--- config.mk ---
export PLATFORM = sky130hd
export DESIGN_NAME = modexp_montgomery_ladder_flat
export DESIGN_NICKNAME = d
export VERILOG_FILES = /design/src/rtl/mml_pkg.sv /design/src/rtl/mml_if.sv /design/src/rtl/modexp_montgomery_ladder.sv /design/src/rtl/mml_mulmod.sv /design/src/rtl/mml_seq.sv /design/src/flat_wrapper.sv
export SDC_FILE = /design/constraint.sdc
export NUM_CORES = 1
export LEC_CHECK = 0
export ABC_CLOCK_PERIOD_IN_PS = 8600
export BUFFER_PORTS_ARGS = -buffer_cell sky130_fd_sc_hd__buf_2
export CAP_MARGIN = 20
export CORE_UTILIZATION = 35
export DETAILED_ROUTE_END_ITERATION = 8
export PLACE_DENSITY = 0.63
export RECOVER_POWER = 100
export SLEW_MARGIN = 40
export SYNTH_ARGS = -nofsm -noshare
export SYNTH_HDL_FRONTEND = slang
export SYNTH_SLANG_ARGS = --single-unit
--- constraint.sdc ---
create_clock -name clk_i -period 8.6 [get_ports clk_i]
set_input_delay 0.43 -clock clk_i [delete_from_list [all_inputs] [get_ports clk_i]]
set_output_delay 0.43 -clock clk_i [all_outputs]
set_load 0.05 [all_outputs]
--- src/rtl/mml_pkg.sv ---
package mml_pkg;

  localparam int unsigned OperandBits = 31;
  localparam int unsigned CountBits = $clog2(OperandBits + 1);

  typedef logic [OperandBits-1:0] operand_t;
  typedef logic [CountBits-1:0] count_t;

  // Sequencer states.
  typedef enum logic [2:0] {
    StIdle,
    StReduce,
    StScan,
    StMulA,
    StMulB,
    StDone
  } state_e;

  // Launch strobe from the sequencer to the multiplier.
  typedef struct packed {
    logic start;
  } mul_ctrl_t;

endpackage

--- src/rtl/mml_if.sv ---
interface mml_in_if;
  logic               valid;
  logic               ready;
  mml_pkg::operand_t  base;
  mml_pkg::operand_t  exponent;
  mml_pkg::operand_t  modulus;

  modport source (output valid, base, exponent, modulus, input ready);
  modport sink (input valid, base, exponent, modulus, output ready);
endinterface

interface mml_out_if;
  logic               valid;
  logic               ready;
  mml_pkg::operand_t  power_result;

  modport source (output valid, power_result, input ready);
  modport sink (input valid, power_result, output ready);
endinterface

--- src/rtl/modexp_montgomery_ladder.sv ---
// Flow: the base is reduced and the first product launched, leading zero bits of the
// exponent are skipped, then each ladder bit takes two modular products.
// Throughput: one item at a time; the input is ready the cycle after the result beat.
// Reset clears the sequencer to idle; data registers are not reset.
module modexp_montgomery_ladder (
  input  logic       clk_i,
  input  logic       rst_ni,
  mml_in_if.sink     in_if,
  mml_out_if.source  out_if
);

  mml_pkg::mul_ctrl_t ctrl;
  mml_pkg::operand_t  mul_a, mul_b, mul_m, mul_p;
  logic               mul_done;

  mml_seq u_seq (
    .clk_i, .rst_ni, .in_if, .out_if,
    .ctrl_o(ctrl), .mul_done_i(mul_done), .mul_p_i(mul_p),
    .mul_a_o(mul_a), .mul_b_o(mul_b), .mul_m_o(mul_m)
  );

  mml_mulmod u_mul (
    .clk_i, .rst_ni, .start_i(ctrl.start),
    .a_i(mul_a), .b_i(mul_b), .m_i(mul_m),
    .done_o(mul_done), .p_o(mul_p)
  );

endmodule

--- src/rtl/mml_mulmod.sv ---
// Bit-serial modular multiplier: one bit of b per cycle, MSB first.
module mml_mulmod (
  input  logic              clk_i,
  input  logic              rst_ni,
  input  logic              start_i,
  input  mml_pkg::operand_t a_i,
  input  mml_pkg::operand_t b_i,
  input  mml_pkg::operand_t m_i,
  output logic              done_o,
  output mml_pkg::operand_t p_o
);

  logic [mml_pkg::OperandBits:0] acc_q, acc_d, dbl, dbl_r, add, add_r;
  mml_pkg::operand_t a_q, b_q, m_q;
  mml_pkg::count_t   cnt_q;
  logic              busy_q, done_q;

  // One shift-reduce and add-reduce step.
  always_comb begin
    dbl   = {acc_q[mml_pkg::OperandBits-1:0], 1'b0};
    dbl_r = (dbl >= {1'b0, m_q}) ? dbl - {1'b0, m_q} : dbl;
    add   = dbl_r + {1'b0, a_q};
    add_r = (add >= {1'b0, m_q}) ? add - {1'b0, m_q} : add;
    acc_d = b_q[mml_pkg::OperandBits-1] ? add_r : dbl_r;
  end

  // Step counter and operand registers.
  always_ff @(posedge clk_i or negedge rst_ni) begin
    if (!rst_ni) begin
      busy_q <= 1'b0;
      done_q <= 1'b0;
      cnt_q  <= '0;
    end else begin
      done_q <= 1'b0;
      if (start_i) begin
        busy_q <= 1'b1;
        cnt_q  <= mml_pkg::count_t'(mml_pkg::OperandBits);
      end else if (busy_q) begin
        cnt_q <= cnt_q - 1'b1;
        if (cnt_q == mml_pkg::count_t'(1)) begin
          busy_q <= 1'b0;
          done_q <= 1'b1;
        end
      end
    end
  end

  always_ff @(posedge clk_i) begin
    if (start_i) begin
      acc_q <= '0;
      a_q   <= a_i;
      b_q   <= b_i;
      m_q   <= m_i;
    end else if (busy_q) begin
      acc_q <= acc_d;
      b_q   <= {b_q[mml_pkg::OperandBits-2:0], 1'b0};
    end
  end

  // A zero modulus reduces everything to zero.
  assign p_o    = (m_q == '0) ? '0 : acc_q[mml_pkg::OperandBits-1:0];
  assign done_o = done_q;

endmodule

--- src/rtl/mml_seq.sv ---
// Ladder sequencer: reduces the base, skips leading zeros, issues two products per bit.
module mml_seq (
  input  logic                clk_i,
  input  logic                rst_ni,
  mml_in_if.sink              in_if,
  mml_out_if.source           out_if,
  output mml_pkg::mul_ctrl_t  ctrl_o,
  input  logic                mul_done_i,
  input  mml_pkg::operand_t   mul_p_i,
  output mml_pkg::operand_t   mul_a_o,
  output mml_pkg::operand_t   mul_b_o,
  output mml_pkg::operand_t   mul_m_o
);

  mml_pkg::state_e   state_q, state_d;
  mml_pkg::operand_t lo_q, hi_q, exp_q, mod_q;
  mml_pkg::count_t   bit_q;
  logic              bit_v;

  assign bit_v = exp_q[mml_pkg::OperandBits-1];

  // Next state.
  always_comb begin
    state_d = state_q;
    unique case (state_q)
      mml_pkg::StIdle:   if (in_if.valid) state_d = mml_pkg::StReduce;
      mml_pkg::StReduce: if (mul_done_i) state_d = mml_pkg::StScan;
      mml_pkg::StScan: begin
        if (bit_q == '0) state_d = mml_pkg::StDone;
        else if (bit_v) state_d = mml_pkg::StMulA;
      end
      mml_pkg::StMulA:   if (mul_done_i) state_d = mml_pkg::StMulB;
      mml_pkg::StMulB: begin
        if (mul_done_i) state_d = (bit_q == '0) ? mml_pkg::StDone : mml_pkg::StMulA;
      end
      mml_pkg::StDone:   if (out_if.ready) state_d = mml_pkg::StIdle;
      default:           state_d = mml_pkg::StIdle;
    endcase
  end

  // Outputs and multiplier launch.
  always_comb begin
    in_if.ready  = (state_q == mml_pkg::StIdle);
    out_if.valid = (state_q == mml_pkg::StDone);
    ctrl_o.start = ((state_q == mml_pkg::StIdle) && in_if.valid) ||
                   ((state_q == mml_pkg::StScan) && bit_v && (bit_q != '0)) ||
                   ((state_q == mml_pkg::StMulA) && mul_done_i) ||
                   ((state_q == mml_pkg::StMulB) && mul_done_i && (bit_q != '0));
    mul_m_o = mod_q;
    unique case (state_q)
      mml_pkg::StIdle: begin
        // The base times one gives the base reduced by the modulus.
        mul_a_o = mml_pkg::operand_t'(1);
        mul_b_o = in_if.base;
        mul_m_o = in_if.modulus;
      end
      mml_pkg::StScan: begin
        mul_a_o = lo_q;
        mul_b_o = hi_q;
      end
      mml_pkg::StMulB: begin
        // The next cross product takes the square that lands at this edge.
        mul_a_o = bit_v ? lo_q : mul_p_i;
        mul_b_o = bit_v ? mul_p_i : hi_q;
      end
      default: begin
        // The second product squares the value that the bit picks.
        mul_a_o = bit_v ? hi_q : lo_q;
        mul_b_o = bit_v ? hi_q : lo_q;
      end
    endcase
  end

  assign out_if.power_result = lo_q;

  // Ladder registers. The exponent shifts left once per skipped or finished bit.
  always_ff @(posedge clk_i or negedge rst_ni) begin
    if (!rst_ni) begin
      state_q <= mml_pkg::StIdle;
      bit_q   <= '0;
    end else begin
      state_q <= state_d;
      if (state_q == mml_pkg::StIdle && in_if.valid) begin
        bit_q <= mml_pkg::count_t'(mml_pkg::OperandBits);
      end else if ((state_q == mml_pkg::StScan && bit_q != '0 && !bit_v) ||
                   (state_q == mml_pkg::StMulA && mul_done_i)) begin
        bit_q <= bit_q - 1'b1;
      end
    end
  end

  always_ff @(posedge clk_i) begin
    unique case (state_q)
      mml_pkg::StIdle: begin
        lo_q  <= mml_pkg::operand_t'(1);
        hi_q  <= in_if.base;
        exp_q <= in_if.exponent;
        mod_q <= in_if.modulus;
      end
      mml_pkg::StReduce: begin
        if (mul_done_i) hi_q <= mul_p_i;
      end
      mml_pkg::StScan: begin
        if (!bit_v) exp_q <= {exp_q[mml_pkg::OperandBits-2:0], 1'b0};
      end
      mml_pkg::StMulA: begin
        // Cross product lands in lo for a set bit, hi for a clear one.
        if (mul_done_i) begin
          if (bit_v) lo_q <= mul_p_i;
          else hi_q <= mul_p_i;
        end
      end
      mml_pkg::StMulB: begin
        if (mul_done_i) begin
          if (bit_v) hi_q <= mul_p_i;
          else lo_q <= mul_p_i;
          exp_q <= {exp_q[mml_pkg::OperandBits-2:0], 1'b0};
        end
      end
      default: begin
      end
    endcase
  end

endmodule

--- src/flat_wrapper.sv ---
// flat-port wrapper written by rule: the top's interface ports become plain ports
module modexp_montgomery_ladder_flat 
  (clk_i, rst_ni, in_if_valid, in_if_base, in_if_exponent, in_if_modulus, in_if_ready, out_if_valid, out_if_power_result, out_if_ready);
  mml_in_if in_if_i ();
  mml_out_if out_if_i ();
  input  logic clk_i;
  input  logic rst_ni;
  input wire logic [$bits(in_if_i.valid)-1:0] in_if_valid;
  input wire logic [$bits(in_if_i.base)-1:0] in_if_base;
  input wire logic [$bits(in_if_i.exponent)-1:0] in_if_exponent;
  input wire logic [$bits(in_if_i.modulus)-1:0] in_if_modulus;
  output wire logic [$bits(in_if_i.ready)-1:0] in_if_ready;
  output wire logic [$bits(out_if_i.valid)-1:0] out_if_valid;
  output wire logic [$bits(out_if_i.power_result)-1:0] out_if_power_result;
  input wire logic [$bits(out_if_i.ready)-1:0] out_if_ready;
  assign in_if_i.valid = in_if_valid;
  assign in_if_i.base = in_if_base;
  assign in_if_i.exponent = in_if_exponent;
  assign in_if_i.modulus = in_if_modulus;
  assign in_if_ready = in_if_i.ready;
  assign out_if_valid = out_if_i.valid;
  assign out_if_power_result = out_if_i.power_result;
  assign out_if_i.ready = out_if_ready;
  modexp_montgomery_ladder u_core (.clk_i(clk_i), .rst_ni(rst_ni), .in_if(in_if_i), .out_if(out_if_i));
endmodule
==> impl_metrics.json, run 1 <==
{
  "clk_pin_slew_ns": 0.06,
  "tightestPinTransition_ns": 3.953,
  "violations": "capacitance limit, slew limit",
  "crit_type": "reg2reg",
  "drv_cap": 11,
  "cts.htree.levels": 1,
  "yosys.area_share.adder_pct": 7.136,
  "fillers": 4864,
  "grt_overflow": 0,
  "clock-sinks": 263,
  "ys_warn_count": 0,
  "num_rows": 81,
  "synth_xor_area_share_pct": 4.276,
  "min_period_ns": 8.222,
  "synthesis.area_um2": 17670,
  "finalSetupViolCount": 0,
  "drive_gt1_share_pct": 10.88,
  "cp.required_ns": 9.04,
  "drcViolationCount": 0,
  "synth-simple-area-share_pct": 13.68,
  "mostFrequentLayoutCells": "186 x edfxtp_1, 178 x nor2_1, 163 x a21oi_1",
  "whs_endpoint": "u_core.u_seq.mod_q[9]$_DFF_P_",
  "regToRegSetupSlack_ns": 0.38,
  "drt_iter0_markers": 1910,
  "grt_pass1_wl_um": 91000,
  "gp_congestion": 1.011,
  "cts_root_buf": "clkbuf_16",
  "vias": 16250,
  "core_um2": 49360,
  "cp_slowest_cell": "o21ai_0",
  "max_freq_ghz": 0.1216,
  "synthCells": 1917,
  "dieArea_um2": 51400,
  "totalNegativeSetupSlack_ns": 0,
  "cts_buffers": 30,
  "fin_crit_sh_pct": 95.60,
  "diodes": 0,
  "min_path_cells": 2,
  "synthMuxAreaShare_pct": 2.846,
  "dr.pass1.iters": 8,
  "slew_headroom_pct": -163.5,
  "clock_latency_ns": 0.62,
  "area_growth_pct": 13.20,
  "cp-end-kind": "register",
  "antenna_found_initial": 0,
  "yosysTopAreaCell": "edfxtp_1",
  "syn_avg_cell_area_um2": 9.220,
  "grt_max_degree": 79,
  "cp-start-kind": "register",
  "synth_nets": 2113,
  "drt-total-wl_um": 60490,
  "finClkSkew_ns": 0.04546,
  "final_common_cell": "edfxtp_1",
  "synth_area_leaders": "edfxtp_1 32%, dfxtp_1 7.0%, ha_1 6.8%",
  "synthFlopType": "edfxtp_1",
  "critPathMaxStageDelay_ns": 0.51,
  "r2r_start": "u_core.u_mul.m_q[15]$_DFFE_PN_",
  "cts_tree": "built",
  "grt_usage_pct": 23.01,
  "yosysUniqueCellTypes": 86,
  "grt_pass1_vias": 15410,
  "wl_per_cell_um": 22.59,
  "synth-compound-area-share_pct": 27.09,
  "synth_enable_flop_cells": 186,
  "finalHoldViolCount": 0,
  "rsz0062_at_grt": "false",
  "io_pins": 130,
  "dpl.hpwl_um": 43780,
  "ant_nets": 0,
  "vias_per_cell": 6.071,
  "drv_slew": 460,
  "die_w_um": 226.7,
  "cp_max_fo": 61,
  "min_path_type": "in2reg",
  "crit_top_cell": "o21ai_0",
  "layout.nets": 2185,
  "r2r-end": "u_core.u_mul.acc_q[9]$_SDFFE_PN0P_",
  "postCtsSetupRepairBufs": 0,
  "synth_top_family_by_area": "compound AO/OA/AOI/OAI gates",
  "start_util_pct": 35.81,
  "run_status": "finished, violations left",
  "arrival_ns": 8.66,
  "reg2reg_depth": 26,
  "fp.dieH_um": 226.7,
  "worstHoldStart": "in_if_modulus[9]",
  "seq_area_frac_synth_pct": 40.75,
  "synth_seq_cells": 263,
  "io_buffers": 129,
  "clock_path_buffers": 3,
  "yosysTopAreaCellShare_pct": 31.60,
  "async_flop_share_pct": 5.703
}
[what timing repair did]
item	4_1_cts	5_1_grt
endpoints found under the hold margin	15	0
hold buffers	1	0
endpoints found under the setup margin	0	20
resized for setup	0	2
[stage by stage]
| stage | setup WS (ns) | util (%) | instances | area [um2] | hold slack [ns] |
|---|---|---|---|---|---|
| after floorplan | 2.113 | - | 1917 | 17670 | 0.1344 |
| after global placement | 0.3463 | 38.39 | 2616 | 18950 | 0.3754 |
| after detailed placement | 0.3487 | 38.64 | 2620 | 19070 | 0.3876 |
| after CTS | 0.3007 | 40.92 | 2677 | 20200 | 0.07666 |
| after global routing | 0.08412 | 40.54 | 2677 | 20010 | 0.08126 |
| final | 0.3781 | 40.54 | 2677 | 20010 | 0.08368 |
[sequential cells by signal, summed over array words and instances (netlist names)]
signal,cells
u_core.u_mul.a_q,31
u_core.u_mul.m_q,31
u_core.u_seq.out_if.power_result,31
u_core.u_mul.acc_q,31
u_core.u_mul.cnt_q,5
u_core.u_mul.busy_q,1
u_core.u_seq.state_q,3
u_core.u_seq.hi_q,31
u_core.u_mul.done_o,1
u_core.u_mul.b_q,31
u_core.u_seq.exp_q,31
u_core.u_seq.bit_q,5
u_core.u_seq.mod_q,31
[cell usage after synthesis (all sizes together), types with 5 or more instances]
cell and n:
mux2 32, dfxtp 62, mux2i 13, xor2 23, a221o 5, a221oi 7, a21o 33, xnor2 59
o21bai 13, o31ai 9, o221ai 39, a21oi 166, nand4 25, nor2b 15, or3 7, a211oi 31
nor2 182, or2 5, a31oi 40, ha 96, a222oi 29, dfrtp 15, o2111ai 5, inv 68
nand3 61, a2111oi 5, a22o 32, o21ai 142, nand2b 13, o211ai 20, o22ai 42, a22oi 29
o21a 18, nand2 163, clkbuf 93, nor3 28, and2 8, nor4 15, buf 25, edfxtp 186
[worst max path at each step]
| stage | start | to | slack (ns) | depth (start not counted) |
|---|---|---|---|---|
| after floorplan | u_core.u_mul.m_q[0]$_DFFE_PN_ | u_core.u_mul.acc_q[9]$_SDFFE_PN0P_ | 2.11 | 31 |
| after global placement | u_core.u_mul.m_q[0]$_DFFE_PN_ | u_core.u_mul.acc_q[9]$_SDFFE_PN0P_ | 0.35 | 27 |
| after detailed placement | u_core.u_mul.m_q[0]$_DFFE_PN_ | u_core.u_mul.acc_q[9]$_SDFFE_PN0P_ | 0.35 | 27 |
| after CTS | u_core.u_mul.m_q[0]$_DFFE_PN_ | u_core.u_mul.acc_q[9]$_SDFFE_PN0P_ | 0.30 | 27 |
| after global routing | u_core.u_mul.m_q[15]$_DFFE_PN_ | u_core.u_mul.acc_q[9]$_SDFFE_PN0P_ | 0.08 | 26 |
| final | u_core.u_mul.m_q[15]$_DFFE_PN_ | u_core.u_mul.acc_q[9]$_SDFFE_PN0P_ | 0.38 | 26 |
[area by class of cell]
cell class	instances	area (um2)	share of cell area, %
sequential	263	7202	36.00
clock buffer	38	830.8	4.153
tap	664	830.8	4.153
multi-input combinational	1464	9757	48.77
timing repair buffer	158	827.0	4.134
inverter	72	272.8	1.363
clock inverter	18	286.5	1.432
[layer usage]
metal,share of wire (%),GRT usage [%],vias up
met5,0,0,-
met4,4.9,10.72,0
met3,6.7,2.073,169
met2,47,38.04,807
met1,41,30.29,7767
li1,-,-,7510
[worst max-delay path, delay by kind of cell, from the launching register on]
family	cells	cell delay [ns]
adders and majority gates	3	1.15
and+or+nand+nor	4	0.98
buffers and inverters	2	0.64
DFF	1	0.44
AOI/OAI and AO/OA	16	4.66
xor gates and xnor gates	1	0.18
[cells by family after synthesis]
| group | count (synthesis) |
|---|---|
| compound gates | 703 |
| simple gates | 535 |
| flops | 263 |
| buf+inv | 190 |
| fa+ha+maj | 99 |
| xor+xnor | 82 |
| mux | 45 |
Power of run 1 is left out: the tool's default activity adds up to more than one toggle a clock period on the data nets, which glitch-free logic cannot reach.
==> run 2: changes to the inputs <==
--- a/config.mk
+++ b/config.mk
@@ -6,7 +6,7 @@
 export NUM_CORES = 1
 export LEC_CHECK = 0
 export ABC_CLOCK_PERIOD_IN_PS = 8600
-export BUFFER_PORTS_ARGS = -buffer_cell sky130_fd_sc_hd__buf_2
+export BUFFER_PORTS_ARGS = -buffer_cell sky130_fd_sc_hd__buf_4
 export CAP_MARGIN = 20
 export CORE_UTILIZATION = 35
 export DETAILED_ROUTE_END_ITERATION = 8
==> impl_metrics.json, run 2 (same netlist as run 1, synthesis figures left out) <==
{
  "wl_per_cell_um": 22.57,
  "start_util_pct": 35.81,
  "cp-end-kind": "register",
  "finClkSkew_ns": 0.04844,
  "reg2reg_depth": 27,
  "rsz0062_at_grt": "false",
  "finalHoldViolCount": 0,
  "cp-start-kind": "register",
  "num_rows": 81,
  "cts.htree.levels": 1,
  "fin_crit_sh_pct": 92.61,
  "drv_slew": 486,
  "vias": 16320,
  "arrival_ns": 8.41,
  "max_freq_ghz": 0.1256,
  "die_w_um": 226.7,
  "clock_path_buffers": 3,
  "grt_pass1_wl_um": 91730,
  "violations": "capacitance limit, slew limit",
  "slew_headroom_pct": -156.3,
  "cp.required_ns": 9.05,
  "tightestPinTransition_ns": 3.845,
  "layout.nets": 2190,
  "min_path_cells": 3,
  "clock_latency_ns": 0.62,
  "core_um2": 49360,
  "diodes": 0,
  "cts_tree": "built",
  "grt_max_degree": 81,
  "dr.pass1.iters": 9,
  "clock-sinks": 263,
  "drt-total-wl_um": 60550,
  "finalSetupViolCount": 0,
  "fp.dieH_um": 226.7,
  "io_buffers": 129,
  "ant_nets": 0,
  "drv_cap": 12,
  "crit_type": "reg2reg",
  "min_path_type": "in2reg",
  "min_period_ns": 7.965,
  "clk_pin_slew_ns": 0.06,
  "drive_gt1_share_pct": 10.80,
  "dieArea_um2": 51400,
  "cts_buffers": 30,
  "io_pins": 130,
  "totalNegativeSetupSlack_ns": 0,
  "grt_usage_pct": 23.21,
  "cp_max_fo": 18,
  "run_status": "finished, violations left",
  "cts_root_buf": "clkbuf_16",
  "area_growth_pct": 14.00,
  "grt_overflow": 0,
  "gp_congestion": 0.9921,
  "vias_per_cell": 6.085,
  "mostFrequentLayoutCells": "186 x edfxtp_1, 177 x nor2_1, 163 x a21oi_1",
  "antenna_found_initial": 0,
  "final_common_cell": "edfxtp_1",
  "dpl.hpwl_um": 44020,
  "drt_iter0_markers": 2007,
  "drcViolationCount": 0,
  "grt_pass1_vias": 15390
}
==> run 2: cell count changes in the layout (fill, tap and decap cells not counted), moves of 5 or more <==
cell and delta:
clkinv_1 +7, bufinv_16 -5, buf_4 +94, clkbuf_8 -5, clkbuf_4 +5, buf_2 -95
==> run 2: worst paths after layout <==
kind	startpoint	endpoint	slack, ns
setup / recovery	u_core.u_mul.m_q[6]$_DFFE_PN_	u_core.u_mul.acc_q[9]$_SDFFE_PN0P_	0.64
hold / removal	in_if_valid	u_core.u_seq.bit_q[3]$_DFFE_PN0P_	0.08
setup reg to reg	u_core.u_mul.m_q[6]$_DFFE_PN_	u_core.u_mul.acc_q[9]$_SDFFE_PN0P_	0.64
hold reg to reg	u_core.u_seq.mod_q[22]$_DFF_P_	u_core.u_seq.mod_q[22]$_DFF_P_	0.45
max in group asynchronous	rst_ni	u_core.u_mul.done_o$_DFF_PN0_	7.43
min in group asynchronous	rst_ni	u_core.u_seq.bit_q[4]$_DFFE_PN0P_	0.52
==> run 2: what timing repair did <==
action / 4_1_cts / 5_1_grt
gates resized for setup: 0 / 1
setup endpoints to repair: 0 / 4
setup buffers: 0 / 5
hold buffers: 1 / 0
endpoints found under the hold margin: 15 / 0
==> run 2: worst max-delay path, cell delays in order (launching register included) <==
cell and delay (ns):
edfxtp_1 0.47, inv_1 0.12, ha_1 0.36, o21ai_0 0.27, o21bai_1 0.17, nor2_1 0.20
o21bai_1 0.20, a221oi_1 0.71, o31ai_1 0.15, xnor2_1 0.31, nor2_1 0.11, a21o_1 0.19
ha_1 0.35, a21oi_1 0.22, o21ai_0 0.12, a21oi_1 0.35, o211ai_1 0.26, a31oi_1 0.49
xnor2_1 0.18, ha_1 0.45, nand2_1 0.10, o21ai_0 0.36, o2111ai_1 0.22, a21oi_1 0.21
or2_0 0.52, nor2_4 0.21, a211oi_1 0.35, o32ai_1 0.14
==> run 2: cell type report <==
type	count	area (um2)
Clock buffer	33	762.0
Clock inverter	23	175.2
Fill cell	4891	29210
Inverter	72	272.8
Multi-Input combinational cell	1464	9789
Sequential cell	263	7202
Tap cell	664	830.8
Timing Repair Buffer	163	1116
==> run 2: metrics by stage <==
step,worst slack (ns),util (%),area [um2],hold slack (ns),instances
after global routing,0.1264,40.82,20150,0.07582,2682
after detailed placement,0.7361,39.28,19390,0.3152,2620
after CTS,0.6957,41.20,20330,0.04899,2677
after global placement,0.9017,39.03,19260,0.3147,2614
final,0.6354,40.82,20150,0.07593,2682
after floorplan,2.113,-,17670,0.1344,1917
==> run 2: routing by layer <==
layer,global-route usage (%),part of all wire [%],up-vias
met5,0,0,-
met4,9.677,4.2,0
met3,2.669,6.8,143
met2,38.45,47,772
met1,30.55,42,7879
li1,-,-,7527
Power of run 2 is left out for the same reason.
